[src/rtl/mof_pkg.sv]
// ----------------------------------------------------------------------------
// mof_pkg
// Shared widths, defaults and controller-to-datapath command type for the
// median-of-six ADC sample filter.
// ----------------------------------------------------------------------------
package mof_pkg;

  localparam int HIGH_W       = 8;
  localparam int LOW_W        = 2;
  localparam int SAMPLE_W     = HIGH_W + LOW_W;
  localparam int CHAN_W       = 4;
  localparam int GROUP_SIZE_D = 6;

  // Commands from the controller to the datapath
  typedef struct packed {
    logic insert;   // insert the accepted sample into the sorted row
    logic first;    // accepted sample opens a group: latch its channel
    logic finish;   // accepted sample closes a group: load the result
  } mof_cmd_t;

endpackage

[src/rtl/mof_ctrl.sv]
// ----------------------------------------------------------------------------
// mof_ctrl
// Group controller: counts samples in the current group, issues insert,
// first and finish commands, and owns the result valid handshake.
// ----------------------------------------------------------------------------
module mof_ctrl #(
  parameter int GROUP_SIZE = mof_pkg::GROUP_SIZE_D,
  parameter int CNT_W      = $clog2(GROUP_SIZE)
) (
  input  logic             clk,
  input  logic             rst_n,
  input  logic             in_valid,
  output logic             in_ready,
  output logic             out_valid,
  input  logic             out_ready,
  output mof_pkg::mof_cmd_t cmd,
  output logic [CNT_W-1:0] fill_count
);
  import mof_pkg::*;

  typedef enum logic [0:0] {
    ST_COLLECT,
    ST_HOLD
  } state_t;

  localparam logic [CNT_W-1:0] LAST_SLOT = CNT_W'(GROUP_SIZE - 1);

  state_t           state_r, state_nxt;
  logic [CNT_W-1:0] count_r, count_nxt;
  logic             accept;
  logic             last;

  // Take a sample whenever the result register is empty or being drained
  assign in_ready   = (state_r == ST_COLLECT) || out_ready;
  assign accept     = in_valid && in_ready;
  assign last       = (count_r == LAST_SLOT);
  assign out_valid  = (state_r == ST_HOLD);
  assign fill_count = count_r;

  assign cmd.insert = accept;
  assign cmd.first  = accept && (count_r == '0);
  assign cmd.finish = accept && last;

  // Advance the count and the result state
  always_comb begin
    count_nxt = count_r;
    state_nxt = state_r;
    if (accept) begin
      count_nxt = last ? '0 : count_r + 1'b1;
    end
    case (state_r)
      ST_COLLECT: begin
        if (accept && last) state_nxt = ST_HOLD;
      end
      ST_HOLD: begin
        if (out_ready && !(accept && last)) state_nxt = ST_COLLECT;
      end
      default: state_nxt = ST_COLLECT;
    endcase
  end

  always_ff @(posedge clk) begin
    if (!rst_n) begin
      state_r <= ST_COLLECT;
      count_r <= '0;
    end else begin
      state_r <= state_nxt;
      count_r <= count_nxt;
    end
  end

endmodule

[src/rtl/mof_dp.sv]
// ----------------------------------------------------------------------------
// mof_dp
// Datapath: a row of sorted sample cells filled by insertion, the group
// channel latch and the result register (mean of the middle pair).
// ----------------------------------------------------------------------------
module mof_dp #(
  parameter int GROUP_SIZE = mof_pkg::GROUP_SIZE_D,
  parameter int CNT_W      = $clog2(GROUP_SIZE)
) (
  input  logic                         clk,
  input  mof_pkg::mof_cmd_t            cmd,
  input  logic [CNT_W-1:0]             fill_count,
  input  logic [mof_pkg::HIGH_W-1:0]   in_high_byte,
  input  logic [mof_pkg::LOW_W-1:0]    in_low_bits,
  input  logic [mof_pkg::CHAN_W-1:0]   in_channel,
  output logic [mof_pkg::SAMPLE_W-1:0] out_filtered_value,
  output logic [mof_pkg::CHAN_W-1:0]   out_group_channel
);
  import mof_pkg::*;

  localparam int MID_LO = (GROUP_SIZE - 1) / 2;
  localparam int MID_HI = GROUP_SIZE / 2;

  logic [SAMPLE_W-1:0] row_r   [GROUP_SIZE];
  logic [SAMPLE_W-1:0] row_nxt [GROUP_SIZE];
  logic [GROUP_SIZE-1:0] gt;
  logic [SAMPLE_W-1:0] sample;
  logic [SAMPLE_W:0]   mid_sum;
  logic [CHAN_W-1:0]   chan_r;
  logic [SAMPLE_W-1:0] value_r;
  logic [CHAN_W-1:0]   group_chan_r;

  assign sample = {in_high_byte, in_low_bits};

  // Compare each cell with the new sample; empty cells count as larger
  always_comb begin
    for (int i = 0; i < GROUP_SIZE; i++) begin
      gt[i] = (CNT_W'(i) >= fill_count) || (row_r[i] > sample);
    end
  end

  // Shift larger cells up by one and drop the sample into the gap
  always_comb begin
    for (int i = 0; i < GROUP_SIZE; i++) begin
      if (!gt[i]) begin
        row_nxt[i] = row_r[i];
      end else if (i > 0 && gt[(i > 0) ? i - 1 : 0]) begin
        row_nxt[i] = row_r[(i > 0) ? i - 1 : 0];
      end else begin
        row_nxt[i] = sample;
      end
    end
  end

  assign mid_sum = {1'b0, row_nxt[MID_LO]} + {1'b0, row_nxt[MID_HI]};

  always_ff @(posedge clk) begin
    if (cmd.insert) begin
      for (int i = 0; i < GROUP_SIZE; i++) row_r[i] <= row_nxt[i];
    end
    if (cmd.first) chan_r <= in_channel;
    // Load the result on the group's last sample
    if (cmd.finish) begin
      value_r      <= mid_sum[SAMPLE_W:1];
      group_chan_r <= cmd.first ? in_channel : chan_r;
    end
  end

  assign out_filtered_value = value_r;
  assign out_group_channel  = group_chan_r;

endmodule

[src/rtl/median_of_six_adc_filter_core.sv]
// ----------------------------------------------------------------------------
// median_of_six_adc_filter_core
// Result: registered, valid in the cycle after the group's last sample.
// Throughput: one sample per cycle, set by the insertion into the sorted
// cell row; a result not yet taken stalls every input until it is taken.
// Reset: synchronous active-low rst_n drops any partial group and the result.
// ----------------------------------------------------------------------------
module median_of_six_adc_filter_core #(
  parameter int GROUP_SIZE = mof_pkg::GROUP_SIZE_D
) (
  input  logic                         clk,
  input  logic                         rst_n,
  input  logic                         in_valid,
  output logic                         in_ready,
  input  logic [mof_pkg::HIGH_W-1:0]   in_high_byte,
  input  logic [mof_pkg::LOW_W-1:0]    in_low_bits,
  input  logic [mof_pkg::CHAN_W-1:0]   in_channel,
  output logic                         out_valid,
  input  logic                         out_ready,
  output logic [mof_pkg::SAMPLE_W-1:0] out_filtered_value,
  output logic [mof_pkg::CHAN_W-1:0]   out_group_channel
);
  import mof_pkg::*;

  localparam int CNT_W = $clog2(GROUP_SIZE);

  mof_cmd_t         cmd;
  logic [CNT_W-1:0] fill_count;

  mof_ctrl #(
    .GROUP_SIZE(GROUP_SIZE),
    .CNT_W     (CNT_W)
  ) u_ctrl (
    .clk       (clk),
    .rst_n     (rst_n),
    .in_valid  (in_valid),
    .in_ready  (in_ready),
    .out_valid (out_valid),
    .out_ready (out_ready),
    .cmd       (cmd),
    .fill_count(fill_count)
  );

  mof_dp #(
    .GROUP_SIZE(GROUP_SIZE),
    .CNT_W     (CNT_W)
  ) u_dp (
    .clk               (clk),
    .cmd               (cmd),
    .fill_count        (fill_count),
    .in_high_byte      (in_high_byte),
    .in_low_bits       (in_low_bits),
    .in_channel        (in_channel),
    .out_filtered_value(out_filtered_value),
    .out_group_channel (out_group_channel)
  );

endmodule
[config.mk]
export PLATFORM = sky130hd
export DESIGN_NAME = median_of_six_adc_filter_core
export DESIGN_NICKNAME = d
export VERILOG_FILES = /design/src/rtl/mof_pkg.sv /design/src/rtl/mof_ctrl.sv /design/src/rtl/mof_dp.sv /design/src/rtl/median_of_six_adc_filter_core.sv
export SDC_FILE = /design/constraint.sdc
export NUM_CORES = 1
export LEC_CHECK = 0
export BUFFER_PORTS_ARGS = -buffer_cell sky130_fd_sc_hd__buf_2
export CORE_MARGIN = 1.5
export CORE_UTILIZATION = 60
export CTS_CLUSTER_DIAMETER = 50
export DETAILED_ROUTE_END_ITERATION = 7
export GPL_TIMING_DRIVEN = 1
export PLACE_DENSITY_LB_ADDON = 0.2
export SLEW_MARGIN = 15
export SYNTH_ARGS = -nofsm -noshare
export SYNTH_HDL_FRONTEND = slang
export SYNTH_SLANG_ARGS = --single-unit
[constraint.sdc]
create_clock -name clk -period 6.2 [get_ports clk]
set_clock_uncertainty 0.15 [all_clocks]
set_input_delay 0.62 -clock clk [delete_from_list [all_inputs] [get_ports clk]]
set_output_delay 0.62 -clock clk [all_outputs]
set_load 0.1 [all_outputs]
Word-level counts from Yosys, hierarchy flattened:

Memories as Yosys holds them, arrays and structs flattened.
Index checks and enable logic that the tools add are counted.

* flip-flop bits (word level): 22
* latch bits: 0
* bits in writable memories: 60
* memory bits (read-only): 0
* input port bits: 18
* logic and storage cells: 53
* memories kept: 1

Memories
* u_dp.row_r: words 6, width 10, read ports 6, clocked after memory_dff 0, write ports 6, line mof_dp.sv:24 `logic [SAMPLE_W-1:0] row_r [GROUP_SIZE];`

* add/sub/neg operators: 2
* multiply operators: 0
* div/mod/pow operators: 0
* order comparisons: 12
* eq/ne operators: 1
* shifts and indexed selects: 0
* mux-type cells: 18
* bitwise logic cells: 1
* reduce and logical (&&, ||, !) cells: 13

Operators by type and width (number)
* $mux W10: 11
* $gt A10 B10 Y1: 6
* $add A10 B10 Y11: 1
* $logic_or A1 B1 Y1: 7
* $ge A1 B3 Y1 const A: 2
* $ge A2 B3 Y1 const A: 2
* $ge A3 B3 Y1 const A: 2
* $logic_and A1 B1 Y1: 4
* $mux W1: 4
* $mux W4: 1
* $add A3 B1 Y3 const B: 1
* $eq A3 B3 Y1 const B: 1
* $logic_not A3 Y1: 1
* $mux W3: 1
* $pmux W1 S2: 1
* $logic_not A1 Y1: 1
* $not A1 Y1: 1

Longest topological paths before layout:

* word-level depth: 8
* gate-level depth with buffers: 17
* depth with buffers taken out: 17

Cells and area by module:

From an unflattened synthesis, not the netlist that was laid out.

* cells, all modules: 348
* area total of the unflattened synthesis: 4037.6 um^2

Modules (own cells, without submodules)
* mof_dp: instances 1, cells each 325, area an instance 3811.2 um^2
* mof_ctrl: instances 1, cells each 23, area an instance 226.5 um^2

Worst setup path before layout:

No wires, ideal clock.

* path type: in2reg
* start point: input port in_high_byte[3] (netlist name)
* end point: register u_dp.value_r[9] (netlist: u_dp.out_filtered_value[9]), data pin
* arrival: 3811 ps
* slack: 1977 ps
* stages: 16
* path buffers: 1
* cell sequence: inv_1 > ha_1 > a21oi_1 > o21ai_2 > a2111oi_4 > nor2_4 > clkbuf_1 > a21oi_1 > o21ai_0 > ha_1 > and2b_1 > a311o_1 > a41o_1 > a21o_1 > a21oi_2 > o21ai_0

RTL lines
* start, declared: line median_of_six_adc_filter_core.sv:15 `input logic [mof_pkg::HIGH_W-1:0] in_high_byte,`
* end signal, assigned: line mof_dp.sv:64 `value_r <= mid_sum[SAMPLE_W:1];`
* end, declared: line mof_dp.sv:30 `logic [SAMPLE_W-1:0] value_r;`

==> flow_summary.yaml <==
status:
  status: "finished, final reports clean"
synthesis:
  synth_edf_count: 54
  synth-async-reset-ratio_pct: 0
  synth_nets: 442
  synth.distinct_cells: 61
  syn_area_per_cell_sq_um: 10.88
  synth_top_area_cell: "edfxtp_1"
  synthTopCellsByArea: "edfxtp_1, ha_1, a21oi_1"
  yosysWarnings: 0
  synthSimpleGateAreaFrac_pct: 11.59
  synthFlopType: "edfxtp_1"
  ys_ff_latch: 62
  synthMuxAreaShare_pct: 4.111
  synth_top_area_share_pct: 40.06
  yosys.area_share.adder_pct: 16.26
  synth_xor_area_share_pct: 2.597
  synth_cells: 372
  synth_area_sq_um: 4048
  synth_compound_area_share_pct: 18.55
  synth_top_family_by_area: "compound AO/OA/AOI/OAI gates"
  synth_seq_area_share_pct: 44.02
setup_path:
  crit_end: "u_dp.out_filtered_value[9]"
  critical_path_buf_inv_count: 2
  cp_data_required_time_ns: 6.15
  worstRegToRegCells: 15
  startpoint: "in_high_byte[2]"
  cpLargestDelayFamily: "compound AO/OA/AOI/OAI gates"
  crit_slowest_cell: "o31ai_1"
  critPathCaptureType: "flop"
  rr_startpoint: "u_dp.row_r[2][4]"
  cp_num_cells: 17
  worstReg2RegEnd: "u_dp.out_filtered_value[9]"
  path_cells: "buf_2 > inv_1 > ha_1 > a21oi_1 > a21boi_1 > o31ai_1 > nand2_1 > nor2_1 > a21oi_1 > a21oi_1 > ha_1 > and2b_1 > a311o_1 > a41o_1 > a21o_1 > a21oi_2 > o21ai_0"
  path_class: "primary input to flop"
  path_max_fanout: 16
  startpoint_type: "primary input"
  reg2reg_slack_ns: 1.45
  crit_path_frequent_cell: "a21oi_1"
  slowest_delay_ns: 0.62
  cp_data_arrival_time_ns: 4.80
pwr:
  powerDensity_nw_per_um2: 276.5
  ir_worst_vdd_v: 0.0001841
  power_leakage_nw: 1.867
placement:
  gp_congestion: 0.9100
  place_ws_ns: 1.113
  io_buffers: 33
  hpwl_um: 6913
detailed_routing:
  drt-met1-wl_um: 4059
  ant_nets: 0
  wl_met2_um: 4386
  drc_errors: 0
  vias_per_cell: 6.245
  drt-total-wl_um: 9135
  first_iter_violations: 284
  highest_layer: "met4"
  met3_wirelength_um: 502
  vias: 3104
  drt_pass1_iterations: 5
  wl_per_cell_um: 18.38
sta:
  finalSetupViolations: 0
  fin_ws_ns: 1.341
  tightestPinTransition_ns: 0.6902
  timing.fmax_ghz: 0.2058
  hold_viol: 0
  rsz0062_at_grt: "false"
  maxSlewViolCount: 0
  layout_min_cycle_time_ns: 4.859
  slew_headroom_pct: 53.59
  fin_crit_sh_pct: 78.36
  fin_setup_tns_ns: 0
global_route:
  grt_overflow: 0
  grt_pass1_wl_um: 14810
  grt_max_degree: 26
  track_usage_pct: 26.56
  antenna_found_initial: 0
  grt_pass1_vias: 3078
cts:
  cts_buffers: 9
  ctsHtreeMaxLevel: 3
  clockBufferDepth: 2
  cts.sinks: 62
  cts_hold_buf: 0
  cts_tree: "done"
  post_cts_buffers: 0
  cts_resized: 0
  clkLatencyLatePin_ns: 0.34
  clk_pin_slew_ns: 0.07
  clockRootBuffer: "clkbuf_8"
floorplanning:
  die_x_um: 85.14
  core_area_sq_um: 6422
  initial_core_util_pct: 63.02
  fp.dieH_um: 85.14
  fp-row-count: 29
  dieArea_sq_um: 7248
  pin_count: 34
layout:
  final_common_cell: "edfxtp_1"
  syn_to_final_growth_pct: 12.21
  fin_nets: 485
  antennaDiodeCount: 0
  final_layout_size_suffix_gt1_share_pct: 19.05
  utilization_pct: 70.72
  final_cell_mix: "edfxtp_1, ha_1, a21oi_1, buf_2, nor2_1"
job:
  maxCapViolations: 0
min_path:
  min_path_cells: 1
  hp-class: "flop to flop"
[Yosys cell counts (2+ instances only)]
library cell,instances
and4_1,2
a211oi_1,5
inv_1,24
xnor2_1,11
clkbuf_1,5
clkinv_1,2
o22ai_1,2
o211ai_1,3
a21oi_1,38
a41o_1,2
o21ai_0,12
nand2_1,22
and2_1,6
nor2_1,31
a21o_1,5
nand4_1,7
or3_1,2
o21a_1,7
dfxtp_1,8
nand2b_1,5
mux2_2,13
a31oi_1,3
nor3_1,4
mux2i_1,2
a2111oi_0,2
edfxtp_1,54
o21bai_1,2
a21boi_0,2
nand3_1,8
ha_1,51
a211o_1,2
[kinds of logic (layout without fill, tap and decap cells)]
group                      after synthesis  in the layout
AOI/OAI and AO/OA                      105            105
xor gates and xnor gates                12             12
adders and majority gates               52             52
buffers and inverters                   31             79
DFF                                     62             62
muxes                                   15             15
and+or+nand+nor                         95             95
[worst min path at each step]
stage / start / to / slack (ns)
after floorplan: u_dp.chan_r[0] / u_dp.chan_r[0] / 0.30
after global placement: u_dp.chan_r[0] / u_dp.chan_r[0] / 0.30
after detailed placement: u_dp.chan_r[2] / u_dp.chan_r[2] / 0.31
after CTS: u_dp.chan_r[2] / u_dp.chan_r[2] / 0.33
after global routing: in_low_bits[1] / u_dp.row_r[0][1] / 0.33
final: u_dp.chan_r[2] / u_dp.chan_r[2] / 0.32
[area by class of cell]
type | instances | area, sq um
clock inverter | 5 | 73.82
tap | 77 | 96.34
multi-input combinational | 279 | 2156
clock buffer | 11 | 141.4
fill | 487 | 1881
inverter | 26 | 97.59
sequential | 62 | 1782
timing repair buffer | 37 | 195.2
[metrics by stage]
stage          total power, mW  hold slack (ns)  instance area, sq um  std cells
2_1_floorplan           0.7841           0.2961                  4048        372
3_3_place_gp            0.8541           0.3023                  4327        481
3_5_place_dp            0.8672           0.3136                  4327        481
4_1_cts                  1.255           0.3283                  4542        497
5_1_grt                  1.314           0.3330                  4542        497
6_report                 1.256           0.3240                  4542        497
[report_power, final]
part           total (mW)  switching (mW)  internal, mW
registers           0.534          0.0219         0.512
clock network       0.391           0.156         0.235
logic               0.331           0.187         0.144
total                1.26           0.366         0.890
[flip-flops by register name, summed over array words and instances, names as in the netlist]
signal                   flops
u_ctrl.fill_count            3
u_ctrl.out_valid             1
u_dp.chan_r                  4
u_dp.out_filtered_value     10
u_dp.out_group_channel       4
u_dp.row_r                  40
[routing by layer]
layer	GRT usage (%)	vias up
li1	-	1500
met4	8.793	0
met5	0	-
met2	44.16	113
met1	34.90	1469
met3	5.350	22
Note: power is estimated with default switching activity, not from simulation.
